==> config.mk <==
export PLATFORM = sky130hd
export DESIGN_NAME = bitmap_run_allocator_core
export DESIGN_NICKNAME = d
export VERILOG_FILES = /design/src/design/bra_pkg.sv /design/src/design/bra_map_mem.sv /design/src/design/bra_word_scan.sv /design/src/design/bitmap_run_allocator_core.sv
export SDC_FILE = /design/constraint.sdc
export NUM_CORES = 1
export LEC_CHECK = 0
export BUFFER_PORTS_ARGS = -buffer_cell sky130_fd_sc_hd__buf_2
export CORE_ASPECT_RATIO = 1.1
export CORE_UTILIZATION = 30
export DETAILED_ROUTE_END_ITERATION = 12
export GPL_TIMING_DRIVEN = 0
export PLACE_DENSITY = 0.5
export SLEW_MARGIN = 20
export SYNTH_ARGS = -nofsm -noshare
export SYNTH_HDL_FRONTEND = slang
export SYNTH_SLANG_ARGS = --single-unit
==> constraint.sdc <==
create_clock -name clk -period 13.5 [get_ports clk]
set_input_delay 2.025 -clock clk [delete_from_list [all_inputs] [get_ports clk]]
set_output_delay 2.025 -clock clk [all_outputs]
set_load 0.005 [all_outputs]
==> src/design/bra_pkg.sv <==
`timescale 1ns / 1ps

package bra_pkg;

	// bitmap word geometry
	localparam int WORD_W = 32;
	localparam int BIT_W  = 5;

	// run lengths saturate at the largest count a request can carry
	localparam int CNT_W = 9;

	localparam logic [1:0] OP_ALLOC = 2'd0;
	localparam logic [1:0] OP_FREE  = 2'd1;
	localparam logic [1:0] OP_PROBE = 2'd2;

	localparam logic [1:0] ST_OK      = 2'd0;
	localparam logic [1:0] ST_NOSPACE = 2'd1;
	localparam logic [1:0] ST_BADFREE = 2'd2;

	typedef struct packed {
		logic [1:0] opcode;
		logic [8:0] slot_count;
		logic [7:0] start_slot;
	} bra_in_t;

	typedef struct packed {
		logic [8:0] run_start;
		logic [1:0] status;
	} bra_out_t;

	typedef struct packed {
		logic             found;
		logic [BIT_W-1:0] bit_idx;
		logic [CNT_W-1:0] carry;
	} bra_scan_t;

endpackage

==> src/design/bra_map_mem.sv <==
`timescale 1ns / 1ps

module bra_map_mem
	import bra_pkg::*;
#(
	parameter int WORDS = 8,
	parameter int AW    = 3
) (
	input  logic              clk,
	input  logic              arst_n,
	input  logic              rd_en,
	input  logic [AW-1:0]     rd_addr,
	output logic [WORD_W-1:0] rd_data,
	input  logic              wr_en,
	input  logic [AW-1:0]     wr_addr,
	input  logic [WORD_W-1:0] wr_data
);

	logic [WORD_W-1:0] mem_q [WORDS];
	logic [WORDS-1:0]  vld_q;
	logic [WORD_W-1:0] rd_word_s1;
	logic              rd_vld_s1;

	always_ff @(posedge clk) begin
		if (wr_en) begin
			mem_q[wr_addr] <= wr_data;
		end
		if (rd_en) begin
			rd_word_s1 <= mem_q[rd_addr];
		end
	end

	// a word never written reads as all free
	always_ff @(posedge clk or negedge arst_n) begin
		if (!arst_n) begin
			vld_q     <= '0;
			rd_vld_s1 <= 1'b0;
		end else begin
			if (wr_en) begin
				vld_q[wr_addr] <= 1'b1;
			end
			if (rd_en) begin
				rd_vld_s1 <= vld_q[rd_addr];
			end
		end
	end

	assign rd_data = rd_vld_s1 ? rd_word_s1 : '0;

endmodule

==> src/design/bra_word_scan.sv <==
`timescale 1ns / 1ps

module bra_word_scan
	import bra_pkg::*;
(
	input  logic [WORD_W-1:0] used_word,
	input  logic [WORD_W-1:0] range_mask,
	input  logic [CNT_W-1:0]  carry_in,
	input  logic [CNT_W-1:0]  run_len,
	output bra_scan_t         scan
);

	logic [WORD_W-1:0] blk;
	logic [WORD_W-1:0] seen;
	logic [BIT_W-1:0]  last_blk [WORD_W];
	logic [CNT_W:0]    ext_sum [WORD_W];
	logic [CNT_W-1:0]  run_end [WORD_W];
	logic [WORD_W-1:0] hit;

	// slots outside the pass count as used so runs break there
	assign blk = used_word | ~range_mask;

	always_comb begin
		for (int j = 0; j < WORD_W; j++) begin
			seen[j]     = 1'b0;
			last_blk[j] = '0;
			for (int k = 0; k < WORD_W; k++) begin
				if (k < j && blk[k]) begin
					seen[j]     = 1'b1;
					last_blk[j] = BIT_W'(k);
				end
			end
			ext_sum[j] = {1'b0, carry_in} + (CNT_W + 1)'(j + 1);
			if (blk[j]) begin
				run_end[j] = '0;
			end else if (seen[j]) begin
				run_end[j] = CNT_W'(BIT_W'(j) - last_blk[j]);
			end else if (ext_sum[j][CNT_W]) begin
				run_end[j] = '1;
			end else begin
				run_end[j] = ext_sum[j][CNT_W-1:0];
			end
			hit[j] = !blk[j] && (run_end[j] >= run_len);
		end
	end

	always_comb begin
		scan.found   = |hit;
		scan.bit_idx = '0;
		for (int j = WORD_W - 1; j >= 0; j--) begin
			if (hit[j]) begin
				scan.bit_idx = BIT_W'(j);
			end
		end
		scan.carry = run_end[WORD_W-1];
	end

endmodule

==> src/design/bitmap_run_allocator_core.sv <==
`timescale 1ns / 1ps
// channel   direction  handshake                payload
// in        input      in_valid / in_ready      in_data   (bra_in_t)
// out       output     out_valid / out_ready    out_data  (bra_out_t)
//
// Allocate/probe: bitmap words are scanned from the rover word to the last word, then
// from word 0 up to the rover word (up to words+1, the rover word is seen in both
// passes); allocate then marks the run, reading and writing each word it covers.
// Free: every slot of the run is checked used, word by word, then the words cleared;
// requests decided at once go straight to the result. One item at a time.
// Reset clears the map through per-word valid bits; no clearing pass is needed.
// A result waits in the output register while the next word is accepted; a full
// output register keeps the next result waiting and blocks the input.

module bitmap_run_allocator_core
	import bra_pkg::*;
#(
	parameter int MAP_SLOTS = 256
) (
	input  logic     clk,
	input  logic     arst_n,
	input  logic     in_valid,
	output logic     in_ready,
	input  bra_in_t  in_data,
	output logic     out_valid,
	input  logic     out_ready,
	output bra_out_t out_data
);

	localparam int WORDS  = (MAP_SLOTS + WORD_W - 1) / WORD_W;
	localparam int AW     = (WORDS > 1) ? $clog2(WORDS) : 1;
	localparam int SLOT_W = $clog2(MAP_SLOTS + 1);
	localparam int XW     = (SLOT_W > 10) ? SLOT_W : 10;
	localparam logic [XW-1:0] MAP_X     = XW'(MAP_SLOTS);
	localparam logic [AW-1:0] LAST_WORD = AW'(WORDS - 1);

	typedef enum logic [2:0] {
		S_IDLE,
		S_SCAN,
		S_MRD,
		S_MWR,
		S_DONE
	} state_t;

	state_t            state_q;
	logic [SLOT_W-1:0] rover_q;
	logic [1:0]        op_q;
	logic [CNT_W-1:0]  len_q;
	logic              pass_q;
	logic              issue_q;
	logic              first_q;
	logic [AW-1:0]     waddr_q;
	logic [AW-1:0]     wend_q;
	logic              pend_s1;
	logic [AW-1:0]     widx_s1;
	logic              wpass_s1;
	logic              first_s1;
	logic              last_s1;
	logic [CNT_W-1:0]  carry_q;
	logic [XW-1:0]     mlo_q;
	logic [XW-1:0]     mend_q;
	logic              verify_q;
	bra_out_t          res_q;
	logic              out_valid_q;
	bra_out_t          out_data_q;

	logic              mem_rd_en;
	logic [WORD_W-1:0] mem_rd_data;
	logic              mem_wr_en;
	logic [WORD_W-1:0] mem_wr_data;

	logic [XW-1:0]     rover_x;
	logic [XW-1:0]     len_x;
	logic [XW-1:0]     cnt_in_x;
	logic [XW-1:0]     start_in_x;
	logic [XW-1:0]     free_end_x;
	logic [AW-1:0]     mask_word;
	logic [XW-1:0]     mask_lo;
	logic [XW-1:0]     mask_hi;
	logic [XW-1:0]     mask_base;
	logic [WORD_W-1:0] range_mask;
	logic [CNT_W-1:0]  carry_in;
	bra_scan_t         scan;
	logic [XW-1:0]     end_x;
	logic [XW-1:0]     found_x;
	logic              in_fire;
	logic              pass_turn;

	assign rover_x    = XW'(rover_q);
	assign len_x      = XW'(len_q);
	assign cnt_in_x   = XW'(in_data.slot_count);
	assign start_in_x = XW'(in_data.start_slot);
	assign free_end_x = start_in_x + cnt_in_x;
	assign in_fire    = in_valid && in_ready;
	assign in_ready   = (state_q == S_IDLE);

	// second pass follows the first unless the rover sits at slot 0
	assign pass_turn = !pass_q && (rover_q != '0);

	// window of slots that count for the word in hand
	always_comb begin
		if (state_q == S_SCAN) begin
			mask_word = widx_s1;
			mask_lo   = wpass_s1 ? '0 : rover_x;
			mask_hi   = wpass_s1 ? rover_x : MAP_X;
		end else begin
			mask_word = waddr_q;
			mask_lo   = mlo_q;
			mask_hi   = mend_q;
		end
		mask_base = XW'(mask_word) << BIT_W;
		for (int k = 0; k < WORD_W; k++) begin
			range_mask[k] = ((mask_base + XW'(k)) >= mask_lo) &&
				((mask_base + XW'(k)) < mask_hi);
		end
	end

	assign carry_in = first_s1 ? '0 : carry_q;
	assign end_x    = (XW'(widx_s1) << BIT_W) | XW'(scan.bit_idx);
	assign found_x  = end_x + XW'(1) - len_x;

	// reads and writes never share a cycle: a modify is always read then written
	assign mem_rd_en   = ((state_q == S_SCAN) && issue_q) || (state_q == S_MRD);
	assign mem_wr_en   = (state_q == S_MWR) && !verify_q;
	assign mem_wr_data = (op_q == OP_ALLOC) ? (mem_rd_data | range_mask)
		: (mem_rd_data & ~range_mask);

	bra_map_mem #(
		.WORDS (WORDS),
		.AW    (AW)
	) u_map_mem (
		.clk     (clk),
		.arst_n  (arst_n),
		.rd_en   (mem_rd_en),
		.rd_addr (waddr_q),
		.rd_data (mem_rd_data),
		.wr_en   (mem_wr_en),
		.wr_addr (waddr_q),
		.wr_data (mem_wr_data)
	);

	bra_word_scan u_word_scan (
		.used_word  (mem_rd_data),
		.range_mask (range_mask),
		.carry_in   (carry_in),
		.run_len    (len_q),
		.scan       (scan)
	);

	always_ff @(posedge clk or negedge arst_n) begin
		if (!arst_n) begin
			state_q     <= S_IDLE;
			rover_q     <= '0;
			op_q        <= OP_ALLOC;
			len_q       <= '0;
			pass_q      <= 1'b0;
			issue_q     <= 1'b0;
			first_q     <= 1'b0;
			waddr_q     <= '0;
			wend_q      <= '0;
			pend_s1     <= 1'b0;
			widx_s1     <= '0;
			wpass_s1    <= 1'b0;
			first_s1    <= 1'b0;
			last_s1     <= 1'b0;
			carry_q     <= '0;
			mlo_q       <= '0;
			mend_q      <= '0;
			verify_q    <= 1'b0;
			res_q       <= '0;
			out_valid_q <= 1'b0;
			out_data_q  <= '0;
		end else begin
			if (out_valid_q && out_ready) begin
				out_valid_q <= 1'b0;
			end
			pend_s1 <= 1'b0;

			unique case (state_q)
				S_IDLE: begin
					if (in_fire) begin
						op_q  <= in_data.opcode;
						len_q <= in_data.slot_count;
						unique case (in_data.opcode) inside
							OP_ALLOC, OP_PROBE: begin
								if (cnt_in_x == '0 || cnt_in_x > MAP_X) begin
									res_q.run_start <= MAP_X[8:0];
									res_q.status    <= ST_NOSPACE;
									state_q         <= S_DONE;
								end else begin
									issue_q <= 1'b1;
									first_q <= 1'b1;
									state_q <= S_SCAN;
									if (rover_x != MAP_X) begin
										pass_q  <= 1'b0;
										waddr_q <= AW'(rover_x >> BIT_W);
										wend_q  <= LAST_WORD;
									end else begin
										pass_q  <= 1'b1;
										waddr_q <= '0;
										wend_q  <= AW'((rover_x - XW'(1)) >> BIT_W);
									end
								end
							end
							OP_FREE: begin
								res_q.run_start <= 9'(in_data.start_slot);
								if (start_in_x >= MAP_X || cnt_in_x > MAP_X - start_in_x) begin
									res_q.status <= ST_BADFREE;
									state_q      <= S_DONE;
								end else if (cnt_in_x == '0) begin
									rover_q      <= SLOT_W'(start_in_x);
									res_q.status <= ST_OK;
									state_q      <= S_DONE;
								end else begin
									mlo_q    <= start_in_x;
									mend_q   <= free_end_x;
									waddr_q  <= AW'(start_in_x >> BIT_W);
									wend_q   <= AW'((free_end_x - XW'(1)) >> BIT_W);
									verify_q <= 1'b1;
									state_q  <= S_MRD;
								end
							end
							default: begin
								res_q.run_start <= '0;
								res_q.status    <= ST_BADFREE;
								state_q         <= S_DONE;
							end
						endcase
					end
				end

				S_SCAN: begin
					// issue side: one word read per cycle
					if (issue_q) begin
						pend_s1  <= 1'b1;
						widx_s1  <= waddr_q;
						wpass_s1 <= pass_q;
						first_s1 <= first_q;
						last_s1  <= (waddr_q == wend_q) && !pass_turn;
						if (waddr_q == wend_q) begin
							if (pass_turn) begin
								pass_q  <= 1'b1;
								waddr_q <= '0;
								wend_q  <= AW'((rover_x - XW'(1)) >> BIT_W);
								first_q <= 1'b1;
							end else begin
								issue_q <= 1'b0;
							end
						end else begin
							waddr_q <= waddr_q + AW'(1);
							first_q <= 1'b0;
						end
					end
					// check side: word read in the previous cycle
					if (pend_s1) begin
						carry_q <= scan.carry;
						if (scan.found) begin
							issue_q         <= 1'b0;
							pend_s1         <= 1'b0;
							res_q.run_start <= found_x[8:0];
							res_q.status    <= ST_OK;
							if (op_q == OP_ALLOC) begin
								rover_q  <= SLOT_W'(end_x + XW'(1));
								mlo_q    <= found_x;
								mend_q   <= end_x + XW'(1);
								waddr_q  <= AW'(found_x >> BIT_W);
								wend_q   <= AW'(end_x >> BIT_W);
								verify_q <= 1'b0;
								state_q  <= S_MRD;
							end else begin
								state_q <= S_DONE;
							end
						end else if (last_s1) begin
							issue_q         <= 1'b0;
							pend_s1         <= 1'b0;
							res_q.run_start <= MAP_X[8:0];
							res_q.status    <= ST_NOSPACE;
							state_q         <= S_DONE;
						end
					end
				end

				S_MRD: begin
					state_q <= S_MWR;
				end

				S_MWR: begin
					if (verify_q) begin
						if ((mem_rd_data & range_mask) != range_mask) begin
							res_q.status <= ST_BADFREE;
							state_q      <= S_DONE;
						end else if (waddr_q == wend_q) begin
							// every slot checked used: go back and clear
							verify_q <= 1'b0;
							waddr_q  <= AW'(mlo_q >> BIT_W);
							state_q  <= S_MRD;
						end else begin
							waddr_q <= waddr_q + AW'(1);
							state_q <= S_MRD;
						end
					end else if (waddr_q == wend_q) begin
						if (op_q == OP_FREE) begin
							rover_q <= SLOT_W'(mlo_q);
						end
						res_q.status <= ST_OK;
						state_q      <= S_DONE;
					end else begin
						waddr_q <= waddr_q + AW'(1);
						state_q <= S_MRD;
					end
				end

				S_DONE: begin
					if (!out_valid_q || out_ready) begin
						out_data_q  <= res_q;
						out_valid_q <= 1'b1;
						state_q     <= S_IDLE;
					end
				end

				default: begin
					state_q <= S_IDLE;
				end
			endcase
		end
	end

	assign out_valid = out_valid_q;
	assign out_data  = out_data_q;

	a_rover_range: assert property (@(posedge clk) disable iff (!arst_n)
		rover_q <= SLOT_W'(MAP_SLOTS))
		else $error("rover beyond map");

	a_item_taken: assert property (@(posedge clk) disable iff (!arst_n)
		in_fire |=> state_q != S_IDLE)
		else $error("accepted word not processed");

	a_result_source: assert property (@(posedge clk) disable iff (!arst_n)
		$rose(out_valid_q) |-> $past(state_q) == S_DONE)
		else $error("result loaded outside completion");

	a_port_interlock: assert property (@(posedge clk) disable iff (!arst_n)
		!(mem_rd_en && mem_wr_en))
		else $error("bitmap read and write in same cycle");

endmodule
Word level (Yosys, flattened, before mapping)
Memories as Yosys holds them, arrays and structs flattened. A register that Yosys moved wholly into a read port is not among the register bits.
Index checks and enable logic that the tools add are counted.
- $lt $le $gt $ge: 101
- bitwise logic cells: 7
- multiplexer cells: 326
- $add $sub $neg: 100
- reduce and logical (&&, ||, !) cells: 135
- equality and inequality tests: 39
- operator list (cell ; count):
    two-way mux 9 bit ; 108
    >= comparator 10 bit ; 31
    < comparator 9 x 10 -> 1 bit ; 31
    two-way mux 5 bit ; 61
    >= comparator 9 bit ; 32
    adder 9 x 5 -> 10 bit, second input constant ; 16
    two-way mux 10 bit ; 16
    adder 8 x 5 -> 9 bit, second input constant ; 16
    two-way mux 3 bit ; 39
    subtractor 5 x 5 -> 6 bit, first input constant ; 16
    adder 9 x 4 -> 10 bit, second input constant ; 8
    adder 8 x 4 -> 9 bit, second input constant ; 8
    two-way mux 1 bit ; 72
    logical AND 1 bit ; 71
    bitwise AND 32 bit ; 2
    two-way mux 32 bit ; 2
    OR 32 bit ; 2
    two-way mux 11 bit ; 5
    subtractor 4 x 5 -> 6 bit, first input constant ; 8
    adder 9 x 3 -> 10 bit, second input constant ; 4
    one-hot mux 10 bit (2 select lines) ; 2
    adder 8 x 3 -> 9 bit, second input constant ; 4
    logical NOT 1 bit ; 36
    != test 32 bit ; 1
    other kinds (64) ; 117
- bits in registers: 101
- memory bits (writable): 256
- memories: 1
- memory list (name ; depth ; width ; rd ports ; clocked after memory_dff ; wr ports ; line ; source):
    u_map_mem.mem_q ; 8 ; 32 ; 1 ; 1 ; 1 ; bra_map_mem.sv:19 ; logic [WORD_W-1:0] mem_q [WORDS];

Depth between registers and ports, before layout
- depth after elaboration: 81
- depth in mapped cells: 57

Cells and area by module
A second synthesis with hierarchy kept.
- cell total of the unflattened synthesis: 3547
- area, all modules: 33350.7 µm²
- modules (own cells, without submodules) (module ; cells each ; times used ; area each (µm²)):
    bra_word_scan ; 1994 ; 1 ; 13529.2
    bra_map_mem ; 475 ; 1 ; 11309.6
    bitmap_run_allocator_core ; 1078 ; 1 ; 8511.9

Worst setup path before layout
Ideal clock, no wire load.
- path kind: register to register
- start: reg state_q[2]
- end: reg res_q[10] (netlist name)
- cell stages (with the launch flop): 52
- period minus slack after synthesis: 10.156 ns
- data arrival time: 10.031 ns
- library setup time: 0.125 ns
- slack: 3.344 ns
- cells stage by stage: dfrtp_1 -> buf_6 -> nor3b_2 -> buf_2 -> buf_2 -> buf_2 -> clkbuf_1 -> clkbuf_1 -> nand3b_1 -> nand2_1 -> inv_1 -> ha_1 -> nand2_1 -> or3_1 -> o32ai_1 -> buf_2 -> nand3_1 -> a2111oi_4 -> [... 16 more ...] -> a21o_1 -> a31oi_1 -> and2_1 -> clkbuf_1 -> ha_1 -> xnor2_1 -> ha_1 -> nor2b_1 -> o21ai_0 -> nand2b_1 -> a21o_1 -> a21o_1 -> a21o_1 -> a21oi_1 -> xnor2_1 -> o21ai_0 -> o21ai_0 -> mux2_2
- word-level cells in the longest chain between the ends: 80
- RTL lines (element ; line ; source):
    from (decl) ; bitmap_run_allocator_core.sv:45 ; state_t state_q;
    from (signal assigned) ; bitmap_run_allocator_core.sv:152 ; state_q <= S_IDLE;
    from (signal assigned) ; bitmap_run_allocator_core.sv:189 ; state_q <= S_DONE;
    from (signal assigned) ; bitmap_run_allocator_core.sv:193 ; state_q <= S_SCAN;
    equality test 3 x 1 -> 1 bit ; bitmap_run_allocator_core.sv:102, bitmap_run_allocator_core.sv:179 ;
    two-way mux 3 bit ; bitmap_run_allocator_core.sv:102 ; if (state_q == S_SCAN) begin
    adder 8 x 1 -> 9 bit ; bitmap_run_allocator_core.sv:113, bitmap_run_allocator_core.sv:114 ;
    >= comparator 10 bit or < comparator 9 x 10 -> 1 bit (tied branches) ; bitmap_run_allocator_core.sv:113, bitmap_run_allocator_core.sv:114 ;
    logical AND 1 bit ; bitmap_run_allocator_core.sv:113 ; range_mask[k] = ((mask_base + XW'(k)) >= mask_lo) &&
    NOT 32 bit ; bra_word_scan.sv:21 ; assign blk = used_word | ~range_mask;
    OR 32 bit ; bra_word_scan.sv:21 ;
    two-way mux 1 bit ; bra_word_scan.sv:28 ; if (k < j && blk[k]) begin
    [... 33 more ...] ; n/a ;
    logical AND 1 bit ; bra_word_scan.sv:43 ; hit[j] = !blk[j] && (run_end[j] >= run_len);
    two-way mux 5 bit (32 in series) ; bra_word_scan.sv:51 ; if (hit[j]) begin
    OR 8 x 5 -> 8 bit ; bitmap_run_allocator_core.sv:119 ; assign end_x = (XW'(widx_s1) << BIT_W) | XW'(scan.bit_idx);
    adder 8 x 1 -> 9 bit ; bitmap_run_allocator_core.sv:120 ; assign found_x = end_x + XW'(1) - len_x;
    subtractor 10 x 9 -> 10 bit ; bitmap_run_allocator_core.sv:120 ;
    two-way mux 11 bit ; bitmap_run_allocator_core.sv:257 ; if (scan.found) begin
    two-way mux 11 bit ; bitmap_run_allocator_core.sv:255 ; if (pend_s1) begin
    one-hot mux 9 bit (2 select lines) ; bitmap_run_allocator_core.sv:179 ; unique case (state_q)
    to (decl) ; bitmap_run_allocator_core.sv:63 ; bra_out_t res_q;
Parallel ways exist; a longest one is shown, timed or not. The select of a mux whose other input is x is not followed.
A chain may end at the register's enable or synchronous reset.

Final worst setup path
- start: reg state_q[2]
- end: reg waddr_q[2]
- word-level cells in the longest chain between the ends: 81
- RTL lines (element ; line ; source):
    equality test 3 x 1 -> 1 bit ; bitmap_run_allocator_core.sv:102, bitmap_run_allocator_core.sv:179 ;
    two-way mux 3 bit ; bitmap_run_allocator_core.sv:102 ;
    adder 8 x 1 -> 9 bit ; bitmap_run_allocator_core.sv:113, bitmap_run_allocator_core.sv:114 ;
    >= comparator 10 bit or < comparator 9 x 10 -> 1 bit (tied branches) ; bitmap_run_allocator_core.sv:113, bitmap_run_allocator_core.sv:114 ;
    logical AND 1 bit ; bitmap_run_allocator_core.sv:113 ;
    NOT 32 bit ; bra_word_scan.sv:21 ;
    OR 32 bit ; bra_word_scan.sv:21 ;
    two-way mux 1 bit ; bra_word_scan.sv:28 ;
    [... 34 more ...] ; n/a ;
    two-way mux 5 bit (32 in series) ; bra_word_scan.sv:51 ;
    OR 8 x 5 -> 8 bit ; bitmap_run_allocator_core.sv:119 ;
    adder 8 x 1 -> 9 bit ; bitmap_run_allocator_core.sv:120 ;
    subtractor 10 x 9 -> 10 bit ; bitmap_run_allocator_core.sv:120 ;
    two-way mux 3 bit ; bitmap_run_allocator_core.sv:262 ; if (op_q == OP_ALLOC) begin
    two-way mux 3 bit ; bitmap_run_allocator_core.sv:257 ;
    two-way mux 3 bit ; bitmap_run_allocator_core.sv:255 ;
    one-hot mux 3 bit (3 select lines) ; bitmap_run_allocator_core.sv:179 ;
    to (signal assigned) ; bitmap_run_allocator_core.sv:196 ; waddr_q <= AW'(rover_x >> BIT_W);
    to (signal assigned) ; bitmap_run_allocator_core.sv:250 ; waddr_q <= waddr_q + AW'(1);
    to (signal assigned) ; bitmap_run_allocator_core.sv:266 ; waddr_q <= AW'(found_x >> BIT_W);
    to (decl) ; bitmap_run_allocator_core.sv:52 ; logic [AW-1:0] waddr_q;
Parallel ways exist; a longest one is shown, timed or not.

==> impl_metrics.csv <==
group,metric,value,unit
run_status,status,"finished clean",
sta,setup_slack,0.240,ns
route,drtAntennaViolNets,0,
synthesis,synth_enable_flop_cells,288,
sta,tightest_slew,1.26,ns
final_layout,area_delta_synth_final,13.5,%
synthesis,synthDistinctLibCells,110,
setup_path,worstPathRequired,13.95,ns
route,drc,0,
sta,maxSlewHeadroom,15.4,%
global_routing,antenna_found_initial,1,
route,vias_per_cell,6.09,
sta,rsz0062_at_grt,"no",
sta,finalSetupTns,0,ns
clock_tree,htree_levels,2,
floorplanning,start_util,30.2,%
synthesis,yosysSeqAreaShare,34.0,%
setup_path,cp_max_fo,19,
global_routing,grt_pass1_wl,217,mm
global_routing,grt_usage,26.7,%
floorplanning,die_w,318,um
global_routing,gr-total-overflow,0,
setup_path,endpoint_kind,"register",
sta,finalCritPeriodShare,98.2,%
setup_path,arrival,13.71,ns
clock_tree,cts-root-buf,"clkbuf_16",
place,place.gp.congestion,1.01,
synthesis,synth-async-reset-ratio,26.0,%
setup_path,path_delay_family,"compound AO/OA/AOI/OAI gates",
place,dp_cells,5089,
synthesis,ys_dominant_reg_cell,"edfxtp_1",
route,wl_per_cell,29.3,um
synthesis,synthCells,3606,
global_routing,grt_max_degree,73,
setup_path,worstSetupPathType,"register to register",
synthesis,syn_nets,4001,
clock_tree,clkTransAtPathRegs,0.06,ns
final_layout,finalNonFillerCells,5187,
final_layout,final_nets,4129,
sta,slew_viol_final,0,
sta,hold_viol_final,0,
synthesis,syn_avg_cell_area,9.12,sq um
route,finalWirelength,152,mm
place,preCtsSetupSlack,-1.74,ns
floorplanning,dieArea,0.111,sq mm
place,hpwl,117,mm
sta,skew,0.0365,ns
final_layout,final_common_cell,"ha_1",
global_routing,grt_use_met2,42.7,%
clock_tree,clock-sinks,389,
setup_path,path_buf_inv,11,
route,routed-via-count,31600,
setup_path,slowest_stage,"or4_1",
hold_path,hp-class,"register to register",
route,firstDrtPassIters,6,
clock_tree,cts.path.max_buffers,3,
setup_path,start_kind,"register",
global_routing,use_met1,35.2,%
global_routing,use_met3,3.58,%
clock_tree,cts_tree,"done",
sta,setup_viol,0,
final_layout,drive_gt1_share,10.2,%
synthesis,yosys_warnings,0,
synthesis,ys_seq_elements,389,
route,drt_iter0_markers,3574,
floorplanning,core_region_area,0.109,sq mm
clock_tree,cts-buffers-inserted,42,
global_routing,grt_pass1_vias,29600,
sta,fin_crit,13.26,ns
clock_tree,ctsHoldBuffers,0,
clock_tree,clock_latency,0.59,ns
synthesis,netlist_area,0.0329,sq mm
floorplanning,row_count,127,
setup_path,max_stage_delay,0.55,ns
floorplanning,die_h,349,um
sta,fmax,75.4,MHz
floorplanning,ios,36,
final_layout,layout_common_cells,"ha_1, nand2_1, a21oi_1",
global_routing,busiest_layer,"met2",
place,port_buffers,35,
job,maxCapViolCount,0,
## Yosys cell counts, types with 33 or more instances
master,instances,share of area (%)
o21ai_0,204,3.1
nand2_1,345,3.9
inv_1,82,0.94
dfrtp_1,101,7.7
a221oi_1,34,0.91
nor3_1,79,1.2
edfxtp_1,288,26
nand2b_1,59,1.1
clkbuf_1,144,1.6
ha_1,370,14
nor2b_1,38,0.72
mux2i_1,40,1.2
xnor2_1,107,2.9
a31oi_1,39,0.74
nand3_1,91,1.4
nor2_1,287,3.3
a22oi_1,144,3.3
a21oi_1,324,4.9
mux2_2,41,1.4
a21o_1,56,1.3
a311oi_1,33,0.88
a211oi_1,72,1.6
nand4_1,52,0.99
## flip-flops by register name, indices dropped and copies added, names as in the netlist, 2 cells and up
name,flops
rover_q,9
widx_s1,3
op_q,2
mend_q,10
len_q,9
u_map_mem.rd_word_s1,32
u_map_mem.vld_q,8
res_q,11
state_q,3
out_data,11
u_map_mem.mem_q,256
wend_q,3
mlo_q,10
waddr_q,3
carry_q,9
## stage by stage
step	hold slack (ns)	util [%]	area (sq um)
after CTS	0.469	34.0	37100
after floorplan	0.440	-	32900
after global routing	0.483	34.3	37300
after global placement	0.454	32.0	34800
final	0.466	34.3	37300
after detailed placement	0.455	32.6	35400
## metal layers
layer / part of all wire [%] / up-vias
met5: 0 / -
met4: 5.5 / 0
li1: - / 14100
met3: 7.8 / 375
met2: 45 / 1636
met1: 42 / 15400
## path summary, 6_finish.rpt
kind / from / to / slack (ns) / depth (start not counted)
max in group asynchronous: arst_n / len_q[0] / 11.47 / 2
min: u_map_mem.vld_q[5] / u_map_mem.vld_q[5] / 0.47 / 1
max: state_q[2] / waddr_q[2] / 0.24 / 48
min in group asynchronous: arst_n / waddr_q[0] / 1.32 / 1
max reg2reg: state_q[2] / waddr_q[2] / 0.24 / 48
min reg2reg: u_map_mem.vld_q[5] / u_map_mem.vld_q[5] / 0.47 / 1
## cell type report
type                       instances  area, sq um
inverter                          90          343
buffer                           187          801
clock inverter                    21          272
sequential                       389        11200
multi-input combinational       2937        21000
antenna                            3         7.51
clock buffer                      54         1150
timing repair buffer              87          816
fill                           11200        71600
tap                             1419         1780
## kinds of logic (layout without fill, tap and decap cells)
| group | count (synthesis) | count (layout) | synth area share (%) |
|---|---|---|---|
| AND/OR/NAND/NOR | 1127 | 1127 | 16.5 |
| buffers and inverters | 280 | 439 | 3.44 |
| other | 0 | 3 | 0 |
| adder cells (fa/ha/maj) | 373 | 373 | 14.2 |
| flip-flops | 389 | 389 | 34.0 |
| XOR/XNOR | 134 | 134 | 3.57 |
| multiplexers | 83 | 83 | 2.70 |
| AO/OA/AOI/OAI | 1220 | 1220 | 25.5 |
## what timing repair did
action                                  CTS  global route
endpoints found under the setup margin   33            14
setup buffers                             9            13
cloned                                    0             0
resized for setup                        30            24
pin swaps                                 6             9
Power is left out: the tool's default activity adds up to more than one toggle a clock period on the data nets, which glitch-free logic cannot reach.
